File: config.mk
export PLATFORM = sky130hd
export DESIGN_NAME = decimal_lsd_radix_sorter_top_flat
export DESIGN_NICKNAME = d
export VERILOG_FILES = /design/src/dlrs_pkg.sv /design/src/dlrs_if.sv /design/src/decimal_lsd_radix_sorter_top.sv /design/src/dlrs_ram.sv /design/src/dlrs_ctrl.sv /design/src/dlrs_dp.sv /design/src/flat_wrapper.sv
export SDC_FILE = /design/constraint.sdc
export NUM_CORES = 2
export LEC_CHECK = 0
export BUFFER_PORTS_ARGS = -buffer_cell sky130_fd_sc_hd__buf_2
export CORE_UTILIZATION = 57
export CTS_CLUSTER_DIAMETER = 80
export CTS_CLUSTER_SIZE = 25
export DETAILED_ROUTE_END_ITERATION = 10
export GPL_TIMING_DRIVEN = 0
export PLACE_DENSITY = 0.76
export SLEW_MARGIN = 20
export SYNTH_ARGS = -nofsm -noshare
export SYNTH_HDL_FRONTEND = slang
export SYNTH_SLANG_ARGS = --single-unit
File: constraint.sdc
create_clock -name clk -period 5.82 [get_ports clk]
set_input_delay 1.164 -clock clk [delete_from_list [all_inputs] [get_ports clk]]
set_output_delay 1.164 -clock clk [all_outputs]
set_load 0.05 [all_outputs]
File: src/dlrs_pkg.sv
// ----------------------------------------------------------------------------
// dlrs_pkg
// Shared types and constants for the decimal LSD radix sorter.
// ----------------------------------------------------------------------------
package dlrs_pkg;

  localparam int MAX_ITEMS  = 64;
  localparam int VALUE_BITS = 31;
  localparam int IDX_BITS   = (MAX_ITEMS > 1) ? $clog2(MAX_ITEMS) : 1;
  localparam int CNT_BITS   = $clog2(MAX_ITEMS + 1);
  localparam int RADIX      = 10;
  localparam int DIG_BITS   = 4;
  localparam int WGT_BITS   = 34;

  typedef enum logic [3:0] {
    ST_LOAD,
    ST_MAX,
    ST_CHECK,
    ST_CLEAR,
    ST_COUNT,
    ST_PREFIX,
    ST_SCATTER,
    ST_COPY,
    ST_NEXT,
    ST_EMIT
  } state_t;

  // controller -> datapath
  typedef struct packed {
    logic                load;      // store the accepted word
    logic                clr_batch; // end of batch
    logic                idx_init;  // reset sweep index to 0
    logic                idx_top;   // reset sweep index to count-1
    logic                max_step;
    logic                clr_cnt;
    logic                cnt_step;
    logic                prefix_step;
    logic                scatter_step;
    logic                copy_step;
    logic                next_wgt;
    logic                emit_step;
  } cmd_t;

  // datapath -> controller
  typedef struct packed {
    logic sweep_done;  // index reached the end of the sweep
    logic more_digits; // max / weight > 0
    logic prefix_done;
    logic out_busy;    // output register full and not draining
  } stat_t;

endpackage

File: src/dlrs_if.sv
// ----------------------------------------------------------------------------
// dlrs_in_if / dlrs_out_if
// Valid/ready channels carrying input and result words.
// ----------------------------------------------------------------------------
interface dlrs_in_if;
  logic                               valid;
  logic                               ready;
  logic [dlrs_pkg::VALUE_BITS-1:0]    value;
  logic                               last;
  modport source (output valid, value, last, input ready);
  modport sink   (input valid, value, last, output ready);
endinterface

interface dlrs_out_if;
  logic                               valid;
  logic                               ready;
  logic [dlrs_pkg::VALUE_BITS-1:0]    sorted_value;
  logic                               end_of_batch;
  logic                               overflowed;
  modport source (output valid, sorted_value, end_of_batch, overflowed, input ready);
  modport sink   (input valid, sorted_value, end_of_batch, overflowed, output ready);
endinterface

File: src/decimal_lsd_radix_sorter_top.sv
// ----------------------------------------------------------------------------
// decimal_lsd_radix_sorter_top
// Batch sorter for up to 64 non-negative integers, base-10 LSD radix sort.
// ----------------------------------------------------------------------------
// Words are loaded one per cycle until one marked last; the block then runs a
// max sweep and one counting-sort pass per decimal digit of the maximum, and
// streams the sorted batch out. Each word read in the count and scatter sweeps
// goes through a one-bit-per-cycle divider by the digit weight; a pass also
// copies the words back and clears and prefix-sums the digit counters. The
// emit stalls while the output is not ready; the input is not ready during
// sort and emit. Words past the 64th are dropped and flagged on every result
// of that batch.
module decimal_lsd_radix_sorter_top (
  input logic        clk,
  input logic        rst,
  dlrs_in_if.sink    in,
  dlrs_out_if.source out
);
  dlrs_pkg::cmd_t  cmd;
  dlrs_pkg::stat_t stat;
  logic            in_ready;

  assign in.ready = in_ready;

  dlrs_ctrl u_ctrl (
    .clk, .rst, .in_fire(in.valid && in_ready), .in_last(in.last),
    .stat, .in_ready, .cmd);

  dlrs_dp u_dp (.clk, .rst, .cmd, .in_value(in.value), .stat, .out);
endmodule

File: src/dlrs_ram.sv
// ----------------------------------------------------------------------------
// dlrs_ram
// Generic single-write, single-read RAM with registered read data.
// ----------------------------------------------------------------------------
module dlrs_ram #(
  parameter int WIDTH = 8,
  parameter int DEPTH = 16
) (
  input  logic                             clk,
  input  logic                             we,
  input  logic [$clog2(DEPTH > 1 ? DEPTH : 2)-1:0] waddr,
  input  logic [WIDTH-1:0]                 wdata,
  input  logic [$clog2(DEPTH > 1 ? DEPTH : 2)-1:0] raddr,
  output logic [WIDTH-1:0]                 rdata
);
  logic [WIDTH-1:0] mem [DEPTH];

  always_ff @(posedge clk) begin
    if (we) begin
      mem[waddr] <= wdata;
    end
    rdata <= mem[raddr];
  end
endmodule

File: src/dlrs_ctrl.sv
// ----------------------------------------------------------------------------
// dlrs_ctrl
// Sequencer for load, max search, counting passes and emit.
// ----------------------------------------------------------------------------
module dlrs_ctrl (
  input  logic             clk,
  input  logic             rst,
  input  logic             in_fire,
  input  logic             in_last,
  input  dlrs_pkg::stat_t  stat,
  output logic             in_ready,
  output dlrs_pkg::cmd_t   cmd
);
  dlrs_pkg::state_t state, state_next;

  always_ff @(posedge clk) begin
    if (rst) begin
      state <= dlrs_pkg::ST_LOAD;
    end else begin
      state <= state_next;
    end
  end

  always_comb begin
    state_next = state;
    case (state)
      dlrs_pkg::ST_LOAD:    if (in_fire && in_last) state_next = dlrs_pkg::ST_MAX;
      dlrs_pkg::ST_MAX:     if (stat.sweep_done) state_next = dlrs_pkg::ST_CHECK;
      dlrs_pkg::ST_CHECK:   state_next = stat.more_digits ? dlrs_pkg::ST_CLEAR
                                                          : dlrs_pkg::ST_EMIT;
      dlrs_pkg::ST_CLEAR:   state_next = dlrs_pkg::ST_COUNT;
      dlrs_pkg::ST_COUNT:   if (stat.sweep_done) state_next = dlrs_pkg::ST_PREFIX;
      dlrs_pkg::ST_PREFIX:  if (stat.prefix_done) state_next = dlrs_pkg::ST_SCATTER;
      dlrs_pkg::ST_SCATTER: if (stat.sweep_done) state_next = dlrs_pkg::ST_COPY;
      dlrs_pkg::ST_COPY:    if (stat.sweep_done) state_next = dlrs_pkg::ST_NEXT;
      dlrs_pkg::ST_NEXT:    state_next = dlrs_pkg::ST_CHECK;
      dlrs_pkg::ST_EMIT:    if (stat.sweep_done && !stat.out_busy)
                              state_next = dlrs_pkg::ST_LOAD;
      default:              state_next = dlrs_pkg::ST_LOAD;
    endcase
  end

  always_comb begin
    cmd      = '0;
    in_ready = 1'b0;
    case (state)
      dlrs_pkg::ST_LOAD: begin
        in_ready     = 1'b1;
        cmd.load     = in_fire;
        cmd.idx_init = in_fire && in_last;
      end
      dlrs_pkg::ST_MAX: begin
        cmd.max_step = 1'b1;
      end
      dlrs_pkg::ST_CHECK: begin
        cmd.idx_init = 1'b1;
      end
      dlrs_pkg::ST_CLEAR: begin
        cmd.clr_cnt  = 1'b1;
        cmd.idx_init = 1'b1;
      end
      dlrs_pkg::ST_COUNT: begin
        cmd.cnt_step = 1'b1;
        cmd.idx_top  = stat.sweep_done;
      end
      dlrs_pkg::ST_PREFIX: begin
        cmd.prefix_step = 1'b1;
      end
      dlrs_pkg::ST_SCATTER: begin
        cmd.scatter_step = 1'b1;
        cmd.idx_init     = stat.sweep_done;
      end
      dlrs_pkg::ST_COPY: begin
        cmd.copy_step = 1'b1;
      end
      dlrs_pkg::ST_NEXT: begin
        cmd.next_wgt = 1'b1;
      end
      dlrs_pkg::ST_EMIT: begin
        cmd.emit_step = !stat.out_busy;
        cmd.clr_batch = stat.sweep_done && !stat.out_busy;
      end
      default: ;
    endcase
  end
endmodule

File: src/dlrs_dp.sv
// ----------------------------------------------------------------------------
// dlrs_dp
// Stores, digit counters, weight and output register of the sorter.
// ----------------------------------------------------------------------------
module dlrs_dp (
  input  logic                              clk,
  input  logic                              rst,
  input  dlrs_pkg::cmd_t                    cmd,
  input  logic [dlrs_pkg::VALUE_BITS-1:0]   in_value,
  output dlrs_pkg::stat_t                   stat,
  dlrs_out_if.source                        out
);
  localparam int VB = dlrs_pkg::VALUE_BITS;
  localparam int IB = dlrs_pkg::IDX_BITS;
  localparam int CB = dlrs_pkg::CNT_BITS;
  localparam int WB = dlrs_pkg::WGT_BITS;
  localparam int DB = dlrs_pkg::DIG_BITS;

  logic [CB-1:0] item_count;
  logic          drop_flag;
  logic [WB-1:0] digit_weight;
  logic [VB-1:0] top;
  logic [CB-1:0] idx;          // sweep index (read address)
  logic [CB-1:0] idx_d;        // index of word now on read data
  logic          rd_vld;       // read data valid this cycle
  logic [CB-1:0] digit_counts [dlrs_pkg::RADIX];
  logic [DB-1:0] pfx;

  logic [VB-1:0] w_rd, p_rd;
  logic [VB-1:0] v_s1;

  logic          w_we;
  logic [IB-1:0] w_wa;
  logic [VB-1:0] w_wd;
  logic          p_we;
  logic [IB-1:0] p_wa;

  logic          out_valid;
  logic [VB-1:0] out_val;
  logic          out_eob, out_ovf;

  logic [DB-1:0] dig;

  dlrs_ram #(.WIDTH(VB), .DEPTH(dlrs_pkg::MAX_ITEMS)) u_work (
    .clk, .we(w_we), .waddr(w_wa), .wdata(w_wd), .raddr(idx[IB-1:0]), .rdata(w_rd));
  dlrs_ram #(.WIDTH(VB), .DEPTH(dlrs_pkg::MAX_ITEMS)) u_pass (
    .clk, .we(p_we), .waddr(p_wa), .wdata(v_s1), .raddr(idx[IB-1:0]), .rdata(p_rd));

  // quotient by weight, one bit a cycle; the decimal digit of the quotient
  // is folded in as the bits come out (r = 2r + bit, minus ten when over)
  logic          div_busy, div_done, div_start;
  logic [5:0]    div_step;
  logic [WB-1:0] div_rem;
  logic [VB-1:0] div_num;
  logic [DB-1:0] div_r10;
  logic [WB-1:0] div_trial;
  logic          div_bit;
  logic [DB:0]   r10_dbl;

  logic          phase;  // a read is in flight for the current sweep step
  logic          sweep_on, issue;
  logic [CB-1:0] last_idx;
  logic          act;
  logic          step_fin;

  assign div_trial = {div_rem[WB-2:0], div_num[VB-1]};
  assign div_bit   = (div_trial >= digit_weight);
  assign r10_dbl   = {div_r10, div_bit};
  assign div_start = rd_vld && !div_busy && (cmd.cnt_step || cmd.scatter_step);

  always_ff @(posedge clk) begin
    if (rst) begin
      div_busy <= 1'b0;
      div_done <= 1'b0;
    end else begin
      div_done <= div_busy && (div_step == 6'd0);
      if (div_start) begin
        div_busy <= 1'b1;
        div_num  <= w_rd;
        div_rem  <= '0;
        div_r10  <= '0;
        div_step <= 6'(VB);
      end else if (div_busy) begin
        if (div_step == 6'd0) begin
          div_busy <= 1'b0;
        end else begin
          div_rem  <= div_bit ? (div_trial - digit_weight) : div_trial;
          div_r10  <= (r10_dbl >= (DB+1)'(dlrs_pkg::RADIX))
                      ? DB'(r10_dbl - (DB+1)'(dlrs_pkg::RADIX)) : DB'(r10_dbl);
          div_num  <= {div_num[VB-2:0], 1'b0};
          div_step <= div_step - 6'd1;
        end
      end
    end
  end
  assign dig = div_r10;

  assign last_idx = item_count - CB'(1);

  // One word per step: issue read, wait for data, divide (count and scatter only), act.
  always_comb begin
    act = 1'b0;
    if (cmd.cnt_step || cmd.scatter_step) act = div_done;
    else if (cmd.max_step || cmd.copy_step || cmd.emit_step) act = rd_vld;
  end

  assign step_fin = (item_count == '0) || (act && idx_d == (cmd.scatter_step ? '0 : last_idx));
  assign stat.sweep_done  = step_fin;
  assign stat.more_digits = (WB'(top) >= digit_weight) && (top != '0);
  assign stat.prefix_done = (pfx == DB'(dlrs_pkg::RADIX - 1));
  assign stat.out_busy    = out_valid && !out.ready;

  assign v_s1 = w_rd;
  assign w_we = cmd.load ? (item_count < CB'(dlrs_pkg::MAX_ITEMS)) : (cmd.copy_step && act);
  assign w_wa = cmd.load ? item_count[IB-1:0] : idx_d[IB-1:0];
  assign w_wd = cmd.load ? in_value : p_rd;
  assign p_we = cmd.scatter_step && act;
  assign p_wa = IB'(digit_counts[dig] - CB'(1));

  assign sweep_on = (cmd.max_step || cmd.cnt_step || cmd.scatter_step || cmd.copy_step ||
                     cmd.emit_step) && item_count != '0;
  assign issue    = sweep_on && !phase;

  // read issue: hold address until word handled
  always_ff @(posedge clk) begin
    if (rst) begin
      rd_vld <= 1'b0;
      phase  <= 1'b0;
    end else begin
      rd_vld <= issue;
      phase  <= sweep_on && (!phase || !act);
      if (issue) idx_d <= idx;
    end
  end

  always_ff @(posedge clk) begin
    if (rst) begin
      item_count   <= '0;
      drop_flag    <= 1'b0;
      digit_weight <= WB'(1);
      top          <= '0;
      idx          <= '0;
      out_valid    <= 1'b0;
    end else begin
      if (cmd.emit_step && act) out_valid <= 1'b1;
      else if (out.ready) out_valid <= 1'b0;
      if (cmd.clr_batch) begin
        item_count <= '0;
        drop_flag  <= 1'b0;
      end else if (cmd.load) begin
        if (item_count < CB'(dlrs_pkg::MAX_ITEMS)) item_count <= item_count + CB'(1);
        else drop_flag <= 1'b1;
      end
      if (cmd.idx_init) idx <= '0;
      else if (cmd.idx_top) idx <= last_idx;
      else if (act && !step_fin) begin
        if (cmd.scatter_step) idx <= idx - CB'(1);
        else idx <= idx + CB'(1);
      end
      if (cmd.clr_batch) top <= '0;
      else if (cmd.max_step && act && w_rd > top) top <= w_rd;
      if (cmd.clr_cnt) begin
        for (int i = 0; i < dlrs_pkg::RADIX; i++) digit_counts[i] <= '0;
      end else if (cmd.cnt_step && act) begin
        digit_counts[dig] <= digit_counts[dig] + CB'(1);
      end else if (cmd.prefix_step && !stat.prefix_done) begin
        digit_counts[pfx + DB'(1)] <= digit_counts[pfx + DB'(1)] + digit_counts[pfx];
      end else if (p_we) begin
        digit_counts[dig] <= digit_counts[dig] - CB'(1);
      end
      if (cmd.clr_cnt) pfx <= '0;
      else if (cmd.prefix_step && !stat.prefix_done) pfx <= pfx + DB'(1);
      if (cmd.clr_batch) digit_weight <= WB'(1);
      else if (cmd.next_wgt) digit_weight <= (digit_weight << 3) + (digit_weight << 1);
      if (cmd.emit_step && act) begin
        out_val <= w_rd;
        out_eob <= (idx_d == last_idx);
        out_ovf <= drop_flag;
      end
    end
  end

  assign out.valid        = out_valid;
  assign out.sorted_value = out_val;
  assign out.end_of_batch = out_eob;
  assign out.overflowed   = out_ovf;
endmodule
File: src/flat_wrapper.sv
// flat-port wrapper written by rule: the top's interface ports become plain ports
module decimal_lsd_radix_sorter_top_flat 
  (clk, rst, in_valid, in_value, in_last, in_ready, out_valid, out_sorted_value, out_end_of_batch, out_overflowed, out_ready);
  dlrs_in_if in_i ();
  dlrs_out_if out_i ();
  input logic clk;
  input logic rst;
  input wire logic [$bits(in_i.valid)-1:0] in_valid;
  input wire logic [$bits(in_i.value)-1:0] in_value;
  input wire logic [$bits(in_i.last)-1:0] in_last;
  output wire logic [$bits(in_i.ready)-1:0] in_ready;
  output wire logic [$bits(out_i.valid)-1:0] out_valid;
  output wire logic [$bits(out_i.sorted_value)-1:0] out_sorted_value;
  output wire logic [$bits(out_i.end_of_batch)-1:0] out_end_of_batch;
  output wire logic [$bits(out_i.overflowed)-1:0] out_overflowed;
  input wire logic [$bits(out_i.ready)-1:0] out_ready;
  assign in_i.valid = in_valid;
  assign in_i.value = in_value;
  assign in_i.last = in_last;
  assign in_ready = in_i.ready;
  assign out_valid = out_i.valid;
  assign out_sorted_value = out_i.sorted_value;
  assign out_end_of_batch = out_i.end_of_batch;
  assign out_overflowed = out_i.overflowed;
  assign out_i.ready = out_ready;
  decimal_lsd_radix_sorter_top u_core (.clk(clk), .rst(rst), .in(in_i), .out(out_i));
endmodule
==> impl_table.tex <==
\begin{tabular}{lr}
\hline
Metric & Value \\
\hline
\multicolumn{2}{l}{\textbf{Yosys}} \\
\quad Unique cell type count in the Yosys netlist & 85 \\
\quad Number of warnings reported in the yosys synthesis log & 0 \\
\quad Number of synthesized flops with an enable pin & 4182 \\
\quad Mapped Nets & about 8000 \\
\quad Portion of the post-synthesis area used by sequential elements & 74.9\% \\
\quad Seq cells post-synth & about 4300 \\
\quad Syn Area/Cell & 21.9 µm² \\
\quad Summed instance area of the synthesized netlist & 172000 µm² \\
\quad Predominant post-synthesis flop cell & sky130\_fd\_sc\_hd\_\_edfxtp\_1 \\
\quad Gate count of the mapped netlist & 7867 \\
\quad Share of synthesized registers carrying an async set or reset & 0\% \\
\multicolumn{2}{l}{\textbf{Floorplanning}} \\
\quad Floorplan die height & 551 µm \\
\quad Area inside the core boundary & 300000 µm² \\
\quad Area of the die & 304000 µm² \\
\quad Initial cell density of the core & roughly 57\% \\
\quad Chip width & 551 µm \\
\quad Number of rows created at floorplan & 201 \\
\quad Top-level port count & 71 \\
\multicolumn{2}{l}{\textbf{Clock network}} \\
\quad Maximum root-to-sink buffer count & 4 \\
\quad TritonCTS clock tree & yes \\
\quad TritonCTS sink count & 4341 \\
\quad Post-CTS clock slew at the launch and capture registers of the worst setup and hold paths & 100 ps \\
\quad CTS H-Tree Depth & 4 \\
\quad Number of buffers created by CTS & approximately 210 \\
\quad Hold-fix buffers, CTS & 0 \\
\quad Worst-Skew Late Latency & 970 ps \\
\quad Clock Tree Root & sky130\_fd\_sc\_hd\_\_clkbuf\_16 \\
\multicolumn{2}{l}{\textbf{GRT}} \\
\quad Number of global-route vias before repair & 88813 \\
\quad Largest net degree at the start of global routing & 69 \\
\quad Initial antenna violation count & 66 \\
\quad First-pass GRT wire length & 695000 µm \\
\quad All-Layer GR Usage & 33.7\% \\
\quad Final global-route overflow total & 0 \\
\multicolumn{2}{l}{\textbf{Finish}} \\
\quad Nets@finish & 8611 \\
\quad Non-Filler Instances & 12501 \\
\quad Share of the core filled with cells in the final layout & between 60\% and 70\% \\
\quad Layout cell share with drive strength beyond 1 & between 20\% and 30\% \\
\quad Layout-stage area growth over the synthesis result & 11.1\% \\
\multicolumn{2}{l}{\textbf{Drt}} \\
\quad DR vias & 90439 \\
\quad DRC marker count from the first detailed-route iteration & between 15000 and 20000 \\
\quad Number of detailed-routing iterations run before antenna repair & 6 \\
\quad Antenna-violating nets left & 0 \\
\quad Average detailed-routed wire length per instance & 40.7 µm \\
\quad DRC viols & 0 \\
\quad Sum of routed wire length over all layers & $\sim$500000 µm \\
\quad Vias/cell & a little over 7 \\
\multicolumn{2}{l}{\textbf{Timing}} \\
\quad Final count of negative-setup-slack endpoints & 287 \\
\quad Post-Route Skew & 78.0 ps \\
\quad Worst slew margin relative to its limit & 16.0\% \\
\quad Period minus WS final & 5950 ps \\
\quad Hold Violations, Final & 0 \\
\quad Fmax & 168 MHz \\
\quad Least setup slack across all paths after layout & -126 ps \\
\quad Accumulated negative setup slack & -13690 ps \\
\quad Worst-margin pin slew & 1260 ps \\
\quad Setup repair after global routing missed its margin & true \\
\quad Worst hold slack after final layout & roughly 470 ps \\
\quad Post-route fraction of the period consumed by the critical path & 102\% \\
\quad Number of max-slew violations in the final report & 0 \\
\multicolumn{2}{l}{\textbf{Power and ir drop}} \\
\quad Leakage & 0.0575 µW \\
\quad Peak VDD IR & between 0.5 and 0.6 mV \\
\quad Power density normalized to cell area & 378 nW/µm² \\
\multicolumn{2}{l}{\textbf{Worst setup path}} \\
\quad Startpoint type of the worst setup path & flop \\
\quad Longest individual stage delay on the worst path & 900 ps \\
\quad Worst-path cell chain & buf\_1 > clkbuf\_1 > mux4\_2 > mux4\_2 > inv\_1 > ha\_1 > inv\_1 > nor3\_1 > nand2\_1 > nor2\_4 > buf\_16 \\
\quad Type of destination of the critical path & flop \\
\quad Kind of critical path & flop to flop \\
\quad Slowest stage cell, crit path & sky130\_fd\_sc\_hd\_\_nor2\_4 \\
\quad Critical path peak fanout & 17 \\
\quad Arrival @ worst endpoint & 6610 ps \\
\quad Required time at the endpoint of the critical path & 6490 ps \\
\multicolumn{2}{l}{\textbf{Status}} \\
\quad Violated checks & negative setup slack \\
\quad Run status & finished, violations left \\
\multicolumn{2}{l}{\textbf{Placed design}} \\
\quad Placed wire-length estimate after detailed placement & around 340000 µm \\
\quad Cell count after placement & 12137 \\
\quad Total of buffers placed on input and output ports & 70 \\
\quad Gp weighted congestion & 0.941 \\
\multicolumn{2}{l}{\textbf{Min path}} \\
\quad Hold Crit Class & flop to flop \\
\multicolumn{2}{l}{\textbf{Run}} \\
\quad Number of max-cap violations & 0 \\
\hline
\end{tabular}
==> area by class of cell <==
type,instances,area (µm²)
plain buffers,390,1690
multi-input cells,3023,42500
clock buffers,275,5480
clock inverters,19,251
fillers,18590,109000
well taps,3958,4950
inverters,112,423
repair buffers,353,6830
flip-flops and latches,4341,129000
diodes,30,75.1
==> where the power goes <==
group	leakage (µW)	internal, µW	total [µW]	switching [µW]
registers	0.0390	39300	40600	1280
logic	0.0157	4580	15300	10800
clock network	0.00278	6720	16300	9570
==> registers in the layout, summed over array words and instances (netlist names), 31 cells and up, named ones only <==
register	cells
u_core.u_dp.top	31
u_core.u_dp.div_num	31
u_core.u_dp.u_pass.mem	1984
u_core.u_dp.digit_counts	96
u_core.u_dp.u_work.mem	1984
u_core.u_dp.out.sorted_value	31
u_core.u_dp.digit_weight	34
u_core.u_dp.u_work.rdata	31
u_core.u_dp.u_pass.rdata	31
u_core.u_dp.div_rem	33
==> synth_stat cells (5+ instances only) <==
cell type                   instances  area (µm²)
sky130_fd_sc_hd__o21bai_1          10        75.1
sky130_fd_sc_hd__ha_1             145        1810
sky130_fd_sc_hd__xor2_1            30         263
sky130_fd_sc_hd__or3_1             13        81.3
sky130_fd_sc_hd__a31oi_1           10        62.6
sky130_fd_sc_hd__a22o_1             8        70.1
sky130_fd_sc_hd__o31a_1             5        43.8
sky130_fd_sc_hd__nand4_1           18         113
sky130_fd_sc_hd__a2111oi_0          6        52.6
sky130_fd_sc_hd__mux2_2            10         113
sky130_fd_sc_hd__a211oi_1          28         210
sky130_fd_sc_hd__buf_2             18        90.1
sky130_fd_sc_hd__nand3_1           66         330
sky130_fd_sc_hd__buf_1             79         297
sky130_fd_sc_hd__nand3b_1          15         113
sky130_fd_sc_hd__dfxtp_1          159        3180
sky130_fd_sc_hd__buf_4              9        67.6
sky130_fd_sc_hd__nor2_1           295        1110
sky130_fd_sc_hd__a21oi_1          141         706
sky130_fd_sc_hd__nand2_1          350        1310
sky130_fd_sc_hd__nand2b_1          21         131
sky130_fd_sc_hd__or2_2              6        37.5
sky130_fd_sc_hd__edfxtp_1        4182      126000
sky130_fd_sc_hd__nor4_1            15        93.8
sky130_fd_sc_hd__clkbuf_1         283        1060
sky130_fd_sc_hd__and2_1             8        50.1
sky130_fd_sc_hd__nor3_1            32         160
sky130_fd_sc_hd__nor2b_1           23         144
sky130_fd_sc_hd__nor3b_1            9        67.6
sky130_fd_sc_hd__xnor2_1           44         385
sky130_fd_sc_hd__o21ai_0           99         495
sky130_fd_sc_hd__and3_1             8        50.1
sky130_fd_sc_hd__o211ai_1          12        90.1
sky130_fd_sc_hd__a21o_1            66         495
sky130_fd_sc_hd__o21a_1            17         128
sky130_fd_sc_hd__mux4_2          1385       31200
sky130_fd_sc_hd__inv_1            111         417
sky130_fd_sc_hd__o2111ai_1          6        52.6
sky130_fd_sc_hd__mux2i_1           37         370
==> logic make-up (layout without fill, tap and decap cells) <==
kind of cell | count (synthesis) | in the layout | share of synthesized area, %
AND/OR/NAND/NOR | 902 | 902 | 2.32
buffers and inverters | 503 | 1149 | 1.14
adder cells (fa/ha/maj) | 149 | 149 | 1.10
multiplexers | 1432 | 1432 | 18.4
flip-flops | 4341 | 4341 | 74.9
XOR/XNOR | 75 | 75 | 0.393
other | 0 | 30 | 0
AO/OA/AOI/OAI | 465 | 465 | 1.76
==> routing by layer <==
metal | share of wire [%] | wire length [µm] | track usage [%] | vias to the layer above
met1 | 32 | 165000 | 42.6 | 47017
met5 | 0.070 | 356 | 0 | -
met2 | 46 | 236000 | 52.0 | 7866
met3 | 14 | 72400 | 10.7 | 1495
met4 | 6.9 | 35200 | 19.2 | 52
li1 | - | - | - | 34009
==> layout by cell type, fill, tap and decap left out, types with 43 or more instances in the layout <==
| cell type | instances |
|---|---|
| sky130_fd_sc_hd__edfxtp_1 | 4182 |
| sky130_fd_sc_hd__mux4_2 | 1385 |
| sky130_fd_sc_hd__nand2_1 | 319 |
| sky130_fd_sc_hd__clkbuf_1 | 274 |
| sky130_fd_sc_hd__clkbuf_16 | 208 |
| sky130_fd_sc_hd__nor2_1 | 168 |
| sky130_fd_sc_hd__buf_16 | 158 |
| sky130_fd_sc_hd__ha_1 | 145 |
| sky130_fd_sc_hd__a21oi_1 | 141 |
| sky130_fd_sc_hd__dfxtp_1 | 128 |
| sky130_fd_sc_hd__nor2_4 | 127 |
| sky130_fd_sc_hd__buf_2 | 116 |
| sky130_fd_sc_hd__inv_1 | 110 |
| sky130_fd_sc_hd__o21ai_0 | 99 |
| sky130_fd_sc_hd__buf_12 | 93 |
| sky130_fd_sc_hd__clkbuf_2 | 92 |
| sky130_fd_sc_hd__nand3_1 | 66 |
| sky130_fd_sc_hd__a21o_1 | 66 |
| sky130_fd_sc_hd__xnor2_1 | 43 |
==> worst max-delay path, delay by kind of cell (launching register included) <==
| family | cells | cell delay (ps) |
|---|---|---|
| adders and majority gates | 1 | 250 |
| DFF | 1 | 320 |
| buffers and inverters | 5 | 1500 |
| muxes | 2 | 1070 |
| and+or+nand+nor | 3 | 2520 |
==> final timing paths <==
path,startpoint,endpoint,slack [ps],depth (start not counted)
hold reg to reg,u_core.u_dp.phase,u_core.u_dp.rd_vld,470,1
setup / recovery,flop,u_core.u_dp.u_pass.mem[4][6],-130,11
setup reg to reg,flop,u_core.u_dp.u_pass.mem[4][6],-130,11
hold / removal,u_core.u_dp.phase,u_core.u_dp.rd_vld,470,1
==> repair_timing <==
item                                    in CTS  in global routing
gates resized for setup                      4                  4
pin swaps                                    0                 11
endpoints found under the setup margin      32                169
setup buffers                                0                 37
==> metrics by stage <==
| stage | area [µm²] | setup WS (ps) | power, µW |
|---|---|---|---|
| 6_report | 191000 | -126 | 72200 |
| 2_1_floorplan | 172000 | 160 | 47700 |
| 3_5_place_dp | 185000 | -328 | 55800 |
| 3_3_place_gp | 177000 | -2400 | 54200 |
| 5_1_grt | 191000 | -60.9 | 73300 |
| 4_1_cts | 190000 | 29.3 | 71600 |
(Power assumes the default switching activity.)
